==> src/design/rcfd_pkg.sv <==
`default_nettype none

package rcfd_pkg;

   typedef logic [10:0]        chan_type;
   typedef logic signed [10:0] axis_type;
   typedef logic [4:0]         src_type;
   typedef logic [1:0]         sw_type;

   localparam int NumAxes    = 5;
   localparam int NumSwitches = 2;
   localparam int NumSrc     = NumAxes + NumSwitches;
   localparam int NumChannels = 16;

   // channel picked when a source register holds 16 or more
   localparam logic [NumSrc-1:0][3:0] DefaultChannel =
      {4'd5, 4'd4, 4'd6, 4'd3, 4'd2, 4'd1, 4'd0};
   localparam src_type SrcReset = 5'd16;

   localparam logic [7:0] CrcPoly      = 8'hD5;
   localparam logic [7:0] KindRcPacked = 8'h16;
   localparam logic [6:0] RcFrameTotal = 7'd26;

   localparam chan_type ChMin  = 11'd172;
   localparam chan_type ChMid  = 11'd992;
   localparam chan_type ChMax  = 11'd1811;
   localparam chan_type SwLow  = 11'd582;
   localparam chan_type SwHigh = 11'd1401;

   localparam int DenPos = 819;
   localparam int DenNeg = 820;
   localparam int RndPos = DenPos / 2;
   localparam int RndNeg = DenNeg / 2;
   // numerator limits where the axis saturates
   localparam int SatPos = 1024 * DenPos;
   localparam int SatNeg = 1025 * DenNeg;
   localparam int RecipShift = 30;
   localparam logic [20:0] MulPos =
      21'(((longint'(1) << RecipShift) + DenPos - 1) / DenPos);
   localparam logic [20:0] MulNeg =
      21'(((longint'(1) << RecipShift) + DenNeg - 1) / DenNeg);

   localparam axis_type AxisMax = 11'sd1023;
   localparam axis_type AxisMin = -11'sd1024;

   localparam sw_type SwDown   = 2'd0;
   localparam sw_type SwMiddle = 2'd1;
   localparam sw_type SwUp     = 2'd2;

   typedef struct packed {
      chan_type [NumAxes-1:0]     axis;
      chan_type [NumSwitches-1:0] sw;
   } pick_type;

   function automatic logic [7:0] crc_step(input logic [7:0] crc, input logic [7:0] data);
      logic [7:0] c;
      c = crc ^ data;
      for (int k = 0; k < 8; k++) begin
         c = c[7] ? ((c << 1) ^ CrcPoly) : (c << 1);
      end
      return c;
   endfunction

endpackage

`default_nettype wire

==> src/design/rcfd_parser.sv <==
`default_nettype none

module rcfd_parser
   import rcfd_pkg::*;
#(
   parameter int MAX_FRAME_LENGTH = 64
) (
   input  wire logic                 clock,
   input  wire logic                 reset,
   input  wire logic                 byte_accept,
   input  wire logic [7:0]           byte_data,
   input  wire src_type [NumSrc-1:0] source,
   output logic                      hit,
   output pick_type                  pick
);

   localparam logic [7:0] MaxLen   = 8'(MAX_FRAME_LENGTH);
   localparam logic [7:0] MaxTotal = 8'(MAX_FRAME_LENGTH + 2);
   localparam logic [7:0] MinLen   = 8'd2;
   localparam logic [7:0] MinTotal = 8'd4;
   localparam logic [6:0] AddrPos  = 7'd0;
   localparam logic [6:0] LenPos   = 7'd1;
   localparam logic [6:0] KindPos  = 7'd2;
   localparam logic [6:0] PayloadLastPos = 7'd24;

   logic [6:0]  pos_ff, pos_in;
   logic [6:0]  total_ff, total_in;
   logic [7:0]  crc_ff, crc_in;
   logic [7:0]  kind_ff, kind_in;
   logic [17:0] acc_ff, acc_in;
   logic [4:0]  bcnt_ff, bcnt_in;
   logic [4:0]  ccnt_ff, ccnt_in;
   chan_type    chan_ff [NumChannels];

   logic        chan_we;
   logic [17:0] shifted;
   logic [17:0] acc_or;
   logic [5:0]  bsum;
   chan_type    sel [NumSrc];

   assign shifted = 18'(byte_data) << bcnt_ff[3:0];
   assign acc_or  = acc_ff | shifted;
   assign bsum    = {1'b0, bcnt_ff} + 6'd8;

   always_comb begin
      pos_in   = pos_ff;
      total_in = total_ff;
      crc_in   = crc_ff;
      kind_in  = kind_ff;
      acc_in   = acc_ff;
      bcnt_in  = bcnt_ff;
      ccnt_in  = ccnt_ff;
      chan_we  = 1'b0;
      hit      = 1'b0;
      if (byte_accept) begin
         if (pos_ff == AddrPos) begin
            pos_in = LenPos;
         end else if (pos_ff == LenPos) begin
            if (byte_data < MinLen || byte_data > MaxLen) begin
               pos_in   = AddrPos;
               total_in = '0;
            end else begin
               total_in = 7'(byte_data + 8'd2);
               pos_in   = KindPos;
               crc_in   = '0;
               acc_in   = '0;
               bcnt_in  = '0;
               ccnt_in  = '0;
            end
         end else if ({1'b0, total_ff} < MinTotal || {1'b0, total_ff} > MaxTotal) begin
            pos_in   = AddrPos;
            total_in = '0;
         end else begin
            pos_in = pos_ff + 7'd1;
            if (({1'b0, pos_ff} + 8'd1) >= {1'b0, total_ff}) begin
               // last word of the frame carries the CRC
               hit = (byte_data == crc_ff) && (kind_ff == KindRcPacked) &&
                     (total_ff == RcFrameTotal) && ccnt_ff[4];
               pos_in   = AddrPos;
               total_in = '0;
            end else begin
               crc_in = crc_step(crc_ff, byte_data);
               if (pos_ff == KindPos) begin
                  kind_in = byte_data;
               end else if (pos_ff <= PayloadLastPos) begin
                  if (bsum >= 6'd11 && !ccnt_ff[4]) begin
                     chan_we = 1'b1;
                     ccnt_in = ccnt_ff + 5'd1;
                     acc_in  = acc_or >> 11;
                     bcnt_in = 5'(bsum - 6'd11);
                  end else begin
                     acc_in  = acc_or;
                     bcnt_in = bsum[4:0];
                  end
               end
            end
         end
      end
   end

   always_ff @(posedge clock) begin
      if (reset) begin
         pos_ff   <= '0;
         total_ff <= '0;
         crc_ff   <= '0;
         kind_ff  <= '0;
         acc_ff   <= '0;
         bcnt_ff  <= '0;
         ccnt_ff  <= '0;
      end else begin
         pos_ff   <= pos_in;
         total_ff <= total_in;
         crc_ff   <= crc_in;
         kind_ff  <= kind_in;
         acc_ff   <= acc_in;
         bcnt_ff  <= bcnt_in;
         ccnt_ff  <= ccnt_in;
      end
   end

   always_ff @(posedge clock) begin
      if (chan_we) begin
         chan_ff[ccnt_ff[3:0]] <= acc_or[10:0];
      end
   end

   always_comb begin
      for (int k = 0; k < NumSrc; k++) begin
         sel[k] = source[k][4] ? chan_ff[DefaultChannel[k]] : chan_ff[source[k][3:0]];
      end
      for (int k = 0; k < NumAxes; k++) begin
         pick.axis[k] = sel[k];
      end
      for (int k = 0; k < NumSwitches; k++) begin
         pick.sw[k] = sel[NumAxes + k];
      end
   end

endmodule

`default_nettype wire

==> src/design/rcfd_map.sv <==
`default_nettype none

module rcfd_map
   import rcfd_pkg::*;
#(
   parameter int AXIS_FULL_SCALE = 660
) (
   input  wire logic                   clock,
   input  wire logic                   reset,
   input  wire logic                   in_valid,
   input  wire pick_type               in_pick,
   output logic                        in_ready,
   output logic                        out_valid,
   input  wire logic                   out_stall,
   output axis_type [NumAxes-1:0]      out_axis,
   output sw_type [NumSwitches-1:0]    out_sw
);

   localparam int FsWidth = $clog2(AXIS_FULL_SCALE + 1);
   localparam int NWide   = 10 + FsWidth + 1;
   localparam int NW      = (NWide > 21) ? NWide : 21;
   localparam logic [NW-1:0] FullScale = NW'(AXIS_FULL_SCALE);

   logic v0_ff, v1_ff, v2_ff, v3_ff;
   logic rdy0, rdy1, rdy2, rdy3;
   pick_type pick0_ff;
   sw_type [NumSwitches-1:0] sw1_ff, sw1_in, sw2_ff, sw3_ff;

   // a stage loads when it is empty or its word moves on
   assign rdy3 = !v3_ff || !out_stall;
   assign rdy2 = !v2_ff || rdy3;
   assign rdy1 = !v1_ff || rdy2;
   assign rdy0 = !v0_ff || rdy1;
   assign in_ready  = rdy0;
   assign out_valid = v3_ff;
   assign out_sw    = sw3_ff;

   always_ff @(posedge clock) begin
      if (reset) begin
         v0_ff <= 1'b0;
         v1_ff <= 1'b0;
         v2_ff <= 1'b0;
         v3_ff <= 1'b0;
      end else begin
         if (rdy0) v0_ff <= in_valid;
         if (rdy1) v1_ff <= v0_ff;
         if (rdy2) v2_ff <= v1_ff;
         if (rdy3) v3_ff <= v2_ff;
      end
   end

   always_ff @(posedge clock) begin
      if (rdy0) pick0_ff <= in_pick;
      if (rdy1) sw1_ff <= sw1_in;
      if (rdy2) sw2_ff <= sw1_ff;
      if (rdy3) sw3_ff <= sw2_ff;
   end

   always_comb begin
      for (int k = 0; k < NumSwitches; k++) begin
         if (pick0_ff.sw[k] <= SwLow) begin
            sw1_in[k] = SwDown;
         end else if (pick0_ff.sw[k] >= SwHigh) begin
            sw1_in[k] = SwUp;
         end else begin
            sw1_in[k] = SwMiddle;
         end
      end
   end

   for (genvar a = 0; a < NumAxes; a++) begin : g_axis
      chan_type        clamped;
      logic            neg1_in, neg1_ff, neg2_ff, sat2_in, sat2_ff;
      logic [9:0]      delta;
      logic [NW-1:0]   n1_in, n1_ff;
      logic [40:0]     prod2_in, prod2_ff;
      logic [10:0]     quot;
      axis_type        axis3_in, axis3_ff;

      always_comb begin
         if (pick0_ff.axis[a] < ChMin) begin
            clamped = ChMin;
         end else if (pick0_ff.axis[a] > ChMax) begin
            clamped = ChMax;
         end else begin
            clamped = pick0_ff.axis[a];
         end
         neg1_in = clamped < ChMid;
         delta   = neg1_in ? 10'(ChMid - clamped) : 10'(clamped - ChMid);
         n1_in   = NW'(delta) * FullScale + (neg1_in ? NW'(RndNeg) : NW'(RndPos));
      end

      // divide by the span through a reciprocal; saturated words take the axis limit instead
      always_comb begin
         sat2_in  = neg1_ff ? (n1_ff >= NW'(SatNeg)) : (n1_ff >= NW'(SatPos));
         prod2_in = 41'(n1_ff[19:0]) * 41'(neg1_ff ? MulNeg : MulPos);
      end

      assign quot = prod2_ff[40:30];

      always_comb begin
         if (sat2_ff) begin
            axis3_in = neg2_ff ? AxisMin : AxisMax;
         end else if (neg2_ff) begin
            axis3_in = axis_type'(~quot + 11'd1);
         end else begin
            axis3_in = axis_type'(quot);
         end
      end

      always_ff @(posedge clock) begin
         if (rdy1) begin
            n1_ff   <= n1_in;
            neg1_ff <= neg1_in;
         end
         if (rdy2) begin
            prod2_ff <= prod2_in;
            sat2_ff  <= sat2_in;
            neg2_ff  <= neg1_ff;
         end
         if (rdy3) begin
            axis3_ff <= axis3_in;
         end
      end

      assign out_axis[a] = axis3_ff;
   end

endmodule

`default_nettype wire

==> src/design/rc_link_frame_decoder_top.sv <==
// RC link frame decoder.
// req_ channel: one serial byte per word on req_rx_byte. A frame is an address
// byte, a length byte, a type byte, the payload and a CRC-8 byte. Bytes are
// parsed as they arrive, one word per cycle unless req_stall; no gaps needed.
// rsp_ channel: one word per good channel frame (type 0x16, length 24, CRC
// match): five scaled axes and two three-level switches.
// csr_ port: seven 5-bit source registers; the user writes them only while no
// frame is pending, which the block does not enforce. The result word reaches
// rsp_valid through the registers of the four-stage map pipeline (pick, scale
// multiply, reciprocal multiply, saturate). Throughput: one byte per cycle in
// while req_stall is low, one result per cycle out at most when rsp_stall is low.
// Reset: parser returns to waiting for an address byte, pipeline empties,
// sources go back to their defaults.
// When rsp_stall holds, results queue in the map pipeline; req_stall rises only
// once all four stages hold a result and rsp_stall is high.
`default_nettype none

module rc_link_frame_decoder_top
   import rcfd_pkg::*;
#(
   parameter int AXIS_FULL_SCALE  = 660,
   parameter int MAX_FRAME_LENGTH = 64
) (
   input  wire logic        clock,
   input  wire logic        reset,
   input  wire logic        req_valid,
   output logic             req_stall,
   input  wire logic [7:0]  req_rx_byte,
   output logic             rsp_valid,
   input  wire logic        rsp_stall,
   output axis_type         rsp_axis_0,
   output axis_type         rsp_axis_1,
   output axis_type         rsp_axis_2,
   output axis_type         rsp_axis_3,
   output axis_type         rsp_axis_4,
   output sw_type           rsp_switch_0,
   output sw_type           rsp_switch_1,
   input  wire logic        csr_write,
   input  wire logic [2:0]  csr_index,
   input  wire logic [4:0]  csr_data
);

   src_type [NumSrc-1:0]      source_ff;
   logic                      byte_accept;
   logic                      hit;
   logic                      map_ready;
   pick_type                  pick;
   axis_type [NumAxes-1:0]    axis;
   sw_type [NumSwitches-1:0]  sw;

   always_ff @(posedge clock) begin
      if (reset) begin
         source_ff <= {NumSrc{SrcReset}};
      end else if (csr_write && csr_index < 3'(NumSrc)) begin
         source_ff[csr_index] <= csr_data;
      end
   end

   assign req_stall   = !map_ready;
   assign byte_accept = req_valid && !req_stall;

   rcfd_parser #(
      .MAX_FRAME_LENGTH(MAX_FRAME_LENGTH)
   ) u_parser (
      .clock      (clock),
      .reset      (reset),
      .byte_accept(byte_accept),
      .byte_data  (req_rx_byte),
      .source     (source_ff),
      .hit        (hit),
      .pick       (pick)
   );

   rcfd_map #(
      .AXIS_FULL_SCALE(AXIS_FULL_SCALE)
   ) u_map (
      .clock    (clock),
      .reset    (reset),
      .in_valid (hit),
      .in_pick  (pick),
      .in_ready (map_ready),
      .out_valid(rsp_valid),
      .out_stall(rsp_stall),
      .out_axis (axis),
      .out_sw   (sw)
   );

   assign rsp_axis_0   = axis[0];
   assign rsp_axis_1   = axis[1];
   assign rsp_axis_2   = axis[2];
   assign rsp_axis_3   = axis[3];
   assign rsp_axis_4   = axis[4];
   assign rsp_switch_0 = sw[0];
   assign rsp_switch_1 = sw[1];

   // input backs up only when the whole result pipeline is full and held
   assert property (@(posedge clock) disable iff (reset)
      req_stall |-> (rsp_valid && rsp_stall))
      else $error("req_stall without a full, stalled result pipeline");

   assert property (@(posedge clock) disable iff (reset)
      rsp_valid |-> (rsp_switch_0 != 2'd3 && rsp_switch_1 != 2'd3))
      else $error("switch position out of range");

   assert property (@(posedge clock)
      $past(reset) |-> !rsp_valid)
      else $error("result word right after reset");

   assert property (@(posedge clock) disable iff (reset)
      (hit && !byte_accept) |-> 1'b0)
      else $error("frame hit without an accepted word");

endmodule

`default_nettype wire

==> config.mk <==
export PLATFORM = sky130hd
export DESIGN_NAME = rc_link_frame_decoder_top
export DESIGN_NICKNAME = d
export VERILOG_FILES = /design/src/design/rcfd_pkg.sv /design/src/design/rcfd_parser.sv /design/src/design/rcfd_map.sv /design/src/design/rc_link_frame_decoder_top.sv
export SDC_FILE = /design/constraint.sdc
export NUM_CORES = 2
export LEC_CHECK = 0
export BUFFER_PORTS_ARGS = -buffer_cell sky130_fd_sc_hd__buf_2
export CAP_MARGIN = 20
export CORE_ASPECT_RATIO = 1.2
export CORE_MARGIN = 10
export CORE_UTILIZATION = 60
export DETAILED_ROUTE_END_ITERATION = 10
export PLACE_DENSITY = 0.83
export SLEW_MARGIN = 20
export SYNTH_ARGS = -nofsm -noshare
export SYNTH_HDL_FRONTEND = slang
export SYNTH_SLANG_ARGS = --single-unit
==> constraint.sdc <==
create_clock -name clock -period 10.5 [get_ports clock]
set_input_delay 0 -clock clock [delete_from_list [all_inputs] [get_ports clock]]
set_output_delay 0 -clock clock [all_outputs]
set_load 0.02 [all_outputs]
## Word level (Yosys, flattened, before mapping)

Memory sizes are Yosys's and may differ from the RTL's. A register that Yosys moved wholly into a read port is not among the register bits.
Cells that the tools add are included.

- Memories: 1
- Input bits: 21
- Bits in registers: 566
- RAM bits: 176

- Reduce and logical (&&, ||, !) cells: 29
- Multipliers: 10
- Eq/ne operators: 9
- Add/sub/neg operators: 26
- Shifts and indexed selects: 1
- Bitwise gates (word level): 19
- $lt $le $gt $ge: 39
- Multiplexer cells: 127

Memories:

| name | depth | width | read ports | clocked after memory_dff | write ports | line | RTL |
|---|---|---|---|---|---|---|---|
| u_parser.chan_ff | 16 | 11 | 14 | 7 | 1 | rcfd_parser.sv:33 | `chan_type chan_ff [NumChannels];` |

Operators by type and width:

| cell | count |
|---|---|
| two-way mux 11 bit | 32 |
| >= comparator 21 x 20 -> 1 bit, second input constant | 10 |
| multiplier 20 x 41 -> 41 bit | 5 |
| two-way mux 18 bit | 7 |
| adder 20 x 21 -> 21 bit | 5 |
| two-way mux 8 bit | 12 |
| two-way mux 19 bit | 5 |
| multiplier 10 x 8 -> 18 bit, second input constant | 5 |
| two-way mux 5 bit | 14 |
| two-way mux 4 bit | 14 |
| two-way mux 7 bit | 8 |
| adder 11 x 1 -> 11 bit, second input constant | 5 |
| > comparator 11 bit, second input constant | 5 |
| less-than comparator 11 x 10 -> 1 bit, second input constant | 5 |
| less-than comparator 11 x 8 -> 1 bit, second input constant | 5 |
| inverter 11 bit | 5 |
| two-way mux 10 bit | 5 |
| subtractor 10 bit, first input constant | 5 |
| subtractor 10 bit, second input constant | 5 |
| inverter 5 bit | 8 |
| bitwise mux 35 bit | 1 |
| >= comparator 11 bit, second input constant | 2 |
| less-or-equal comparator 11 x 10 -> 1 bit, second input constant | 2 |
| two-way mux 1 bit | 20 |
| other kinds (40) | 70 |

## Longest topological paths before layout

- Depth after elaboration: 20
- Mapped depth: 30

## Cells and area by module

Synthesis repeated with hierarchy kept, for this count alone.

- Cells, all modules: 6990
- Area, all modules: 79986.7 µm²

By module, submodules not included:

| module | seq. area each (µm²) | area each (µm²) | cells an instance | instances |
|---|---|---|---|---|
| rcfd_map | 9509.1 | 58816.4 | 5641 | 1 |
| rcfd_parser | 6446.2 | 19737.7 | 1218 | 1 |
| rc_link_frame_decoder_top | 700.7 | 1432.6 | 131 | 1 |

## Worst setup path after synthesis

OpenSTA, ideal clock, no wires.

- Kind: register -> register
- Start: register u_map.g_axis[4].n1_ff[1]
- End: register u_map.g_axis[4].prod2_ff[40] (data pin)
- Required time: 10.240 ns
- Path slack: 3.310 ns
- Stages on the path, launching flop included: 24
- Setup time: 0.260 ns
- Arrival time: 6.930 ns
- Cell sequence: edfxtp_1 clkbuf_1 clkbuf_1 nand2_1 fa_1 fa_1 inv_1 fa_1 inv_1 fa_1 fa_1 inv_1 fa_1 fa_1 ha_1 a21oi_1 o21ai_0 nor4_1 a2111oi_0 o211ai_1 nand3_1 a31oi_1 o21bai_1 xnor2_1

- Cells in the longest elaborated chain, start to end: 1

RTL lines:

| what | line | RTL |
|---|---|---|
| from (decl) | rcfd_map.sv:75 | `logic [NW-1:0] n1_in, n1_ff;` |
| from (signal assigned) | rcfd_map.sv:113 | `n1_ff <= n1_in;` |
| multiplier 20 x 41 -> 41 bit | rcfd_map.sv:96 | `prod2_in = 41'(n1_ff[19:0]) * 41'(neg1_ff ? MulNeg : MulPos);` |
| named net u_map.g_axis[4].prod2_in[40] | rcfd_map.sv:76 | `logic [40:0] prod2_in, prod2_ff;` |
| to (signal assigned) | rcfd_map.sv:117 | `prod2_ff <= prod2_in;` |
| to (decl) | rcfd_map.sv:76 |  |

The timed path passes the listed nets, and every way through them passes these cells.
A chain may end at the register's enable or synchronous reset.

## Worst setup path in the final report

- Start: register u_map.g_axis[0].n1_ff[1]
- End: register u_map.g_axis[0].prod2_ff[40] (data pin)

- Cells in the longest elaborated chain, start to end: 1

RTL lines:

| what | line |
|---|---|
| from (decl) | rcfd_map.sv:75 |
| from (signal assigned) | rcfd_map.sv:113 |
| multiplier 20 x 41 -> 41 bit | rcfd_map.sv:96 |
| named net u_map.g_axis[0].prod2_in[40] | rcfd_map.sv:76 |
| to (signal assigned) | rcfd_map.sv:117 |
| to (decl) | rcfd_map.sv:76 |

The timed path passes the listed nets, and every way through them passes these cells.

==> impl_metrics.py <==
metrics = {
    "clock_network": {
        "cts_made_buffers": 70,
        "cts.sinks": 615,
        "cts_resized": 0,
        "cts_root_buf": "clkbuf_16",
        "ctsHtreeMaxLevel": 3,
        "postCtsSetupBuffers": 0,
        "holdBufCountCts": 30,
        "clkLatencyLatePin_ns": 0.73,
        "clkSlewWorstSetupHoldPaths_ns": 0.06,
        "cts_tree": "built",
        "max-clock-path-buffers": 3,
    },
    "drt": {
        "routed-via-count": 54885,
        "drt_wl_total_um": 198000,
        "vias_per_cell": 6.15,
        "drcViolationCount": 0,
        "wire_per_inst_um": 22.2,
        "drt_first_pass_iters": 8,
        "ant_nets": 0,
        "drt_iter0_drc": 5142,
    },
    "synth": {
        "synth_top_family_by_area": "adder cells",
        "synth_common_cells": "inv_1, ha_1, fa_1, edfxtp_1, mux4_2",
        "yosysWarnings": 0,
        "synth_compound_area_share_pct": 6.27,
        "synth-simple-area-share_pct": 7.53,
        "synthDistinctLibCells": 95,
        "synth_xor_area_share_pct": 2.77,
        "synth_top_cell_by_area": "fa_1",
        "async_reset_ff_share_pct": 0,
        "synth-seq-cells": 615,
        "synth_fa_ha_area_share_pct": 41.5,
        "syn_area_um2": 79300,
        "yosysSeqAreaShare_pct": 21.7,
        "synthFlopType": "edfxtp_1",
        "synth_enable_flop_cells": 490,
        "synth_mux_area_share_pct": 12.9,
        "yosysMostFrequentCell": "inv_1",
        "synth_top_area_share_pct": 23.1,
        "synth_area_leaders": "fa_1, edfxtp_1, ha_1, mux4_2, inv_1",
        "avgSynthCellArea_um2": 11.4,
        "syn_inst": 6962,
    },
    "run_status": {
        "outcome": "complete, no violations",
    },
    "timing": {
        "whs_ns": 0.194,
        "worstMarginPinSlew_ns": 1.29,
        "skew_ns": 0.0739,
        "setup_viol": 0,
        "clock.fmax_ghz": 0.125,
        "drv_slew": 0,
        "final-hold-violation-count": 0,
        "finalCritPeriodShare_pct": 76.5,
        "slew_headroom_pct": 14.1,
        "period_needed_ns": 8.03,
        "rsz0062_at_grt": "no",
        "fin_tns_setup_ns": 0,
    },
    "finish": {
        "nets": 9194,
        "fin_util_pct": 64.3,
        "syn_to_final_growth_pct": 6.74,
        "drive_gt1_share_pct": 11.9,
    },
    "worst_setup_path": {
        "cp_cell_sequence": "buf_4 > nand2_1 > fa_1 > fa_1 > inv_1 > fa_1 > inv_1 > fa_1 > fa_1 > inv_1 > fa_1 > fa_1 > ha_1 > a211oi_1 > nand2_1 > a21oi_1 > o21ai_0 > nand3_1 > a21oi_1 > o41ai_1 > o21bai_1 > xnor2_1",
        "end_kind": "flip-flop",
        "cp-startpoint": "u_map.g_axis[0].n1_ff[1]",
        "crit_arrival_ns": 8.44,
        "cpMostUsedCell": "fa_1",
        "rr_startpoint": "u_map.g_axis[0].n1_ff[1]",
        "cp.required_ns": 10.91,
        "start_kind": "flip-flop",
        "worstReg2RegEnd": "u_map.g_axis[0].prod2_ff[40]",
        "r2r_setup_slack_ns": 2.47,
        "critPathKind": "flip-flop to flip-flop",
        "slowest_stage": "edfxtp_1",
        "endpoint": "u_map.g_axis[0].prod2_ff[40]",
        "cp_max_fo": 27,
        "worst_r2r_path_depth": 22,
        "cpPeakStageDelay_ns": 0.73,
    },
    "floorplanning": {
        "die_height_um": 418,
        "fp.dieArea_um2": 147000,
        "die_x_um": 352,
        "initial_utilization_pct": 60.2,
        "core-area_um2": 132000,
        "pin_count": 82,
        "rows": 146,
    },
    "global_routing": {
        "overflow": 0,
        "grt_pass1_wl_um": 316000,
        "grt.total_usage_pct": 27.3,
        "grt_pass1_vias": 58718,
        "grt_max_degree": 82,
        "antenna_found_initial": 5,
    },
    "placed_design": {
        "dpl.hpwl_um": 154000,
        "gp_congestion": 0.973,
        "io_buffers": 81,
    },
    "hold_path": {
        "whs_path_depth": 3,
        "hp-class": "input pin to flip-flop",
    },
    "job": {
        "maxCapViolCount": 0,
    },
}
worst min-delay path by stage:
stage                               end         from  slack [ns]
after floorplan           source_ff[14]  csr_data[4]        0.12
after global placement     source_ff[9]  csr_data[4]        0.29
after detailed placement  source_ff[24]  csr_data[4]        0.29
after CTS                 source_ff[24]  csr_data[4]        0.14
after global routing      source_ff[24]  csr_data[4]        0.19
final                     source_ff[24]  csr_data[4]        0.19
routing by layer:
layer  up-vias  wire (µm)  track usage, %
met1     26990      69900            31.8
met4         2      12900            14.3
met5         -         16               0
met2      2844      97300            46.7
li1      24191          -               -
met3       858      18000            6.37
per-stage QoR:
step / instance area [µm²] / instances / worst slack [ns]
2_1_floorplan: 79700 / 7058 / 3.31
3_3_place_gp: 81900 / 8766 / 2.68
3_5_place_dp: 81900 / 8766 / 2.48
4_1_cts: 84600 / 8926 / 2.44
5_1_grt: 84600 / 8927 / 2.00
6_report: 84600 / 8930 / 2.47
layout by cell type, fill, tap and decap left out, types with 27 or more instances in the layout:
cell type,Yosys,routed
edfxtp_1,490,490
a21o_1,75,75
and3_1,30,30
dlygate4sd3_1,0,30
o21ai_0,145,145
nor3_1,116,116
or2_2,72,72
xor2_1,74,74
buf_4,0,39
dfxtp_1,125,110
nand4_1,27,27
nand2b_1,32,32
nand2_1,235,233
conb_1,2,98
nand3_1,63,62
clkbuf_16,0,71
a31oi_1,34,34
o22ai_1,30,30
mux2i_1,58,58
and2_1,83,83
fa_1,915,915
xnor2_1,175,175
nor2b_1,101,101
ha_1,1165,1165
nor2_1,320,308
mux2_2,84,84
a21oi_1,211,211
mux4_2,385,385
inv_1,1342,1341
buf_2,38,81
area by class of cell:
type                    count  area [µm²]
clock buffers              81        1840
diodes                      3        7.51
flip-flops and latches    615       17200
repair buffers            152        1010
multi-input cells        4907       56700
well taps                1776        2220
fillers                  9415       47100
clock inverters            49         564
inverters                1347        5060
sequential cells by signal (all words and copies together) (netlist names), 8 cells and up, named ones only:
signal / flops
u_parser.chan_ff: 176
u_parser.crc_ff: 8
u_map.pick0_ff: 77
u_map.g_axis.prod2_ff: 55
u_map.g_axis.n1_ff: 105
source_ff: 35
u_parser.acc_ff: 18
u_map.g_axis.axis3_ff: 55
u_parser.kind_ff: 8
critical path, delay by kind of cell (launching register included):
| family | cells | cell delay (ns) |
|---|---|---|
| adders and majority gates | 8 | 4.00 |
| AOI/OAI and AO/OA | 6 | 1.72 |
| and+or+nand+nor | 3 | 0.53 |
| buffers and inverters | 4 | 0.62 |
| DFF | 1 | 0.73 |
| xor gates and xnor gates | 1 | 0.15 |
logic make-up after synthesis:
group           after synthesis
mux                         528
simple gates               1187
other cells                   2
fa+ha+maj                  2080
buf+inv                    1536
compound gates              764
xor+xnor                    250
flops                       615
Power is left out: the tool's default activity adds up to more than one toggle a clock period on the data nets, which glitch-free logic cannot reach.
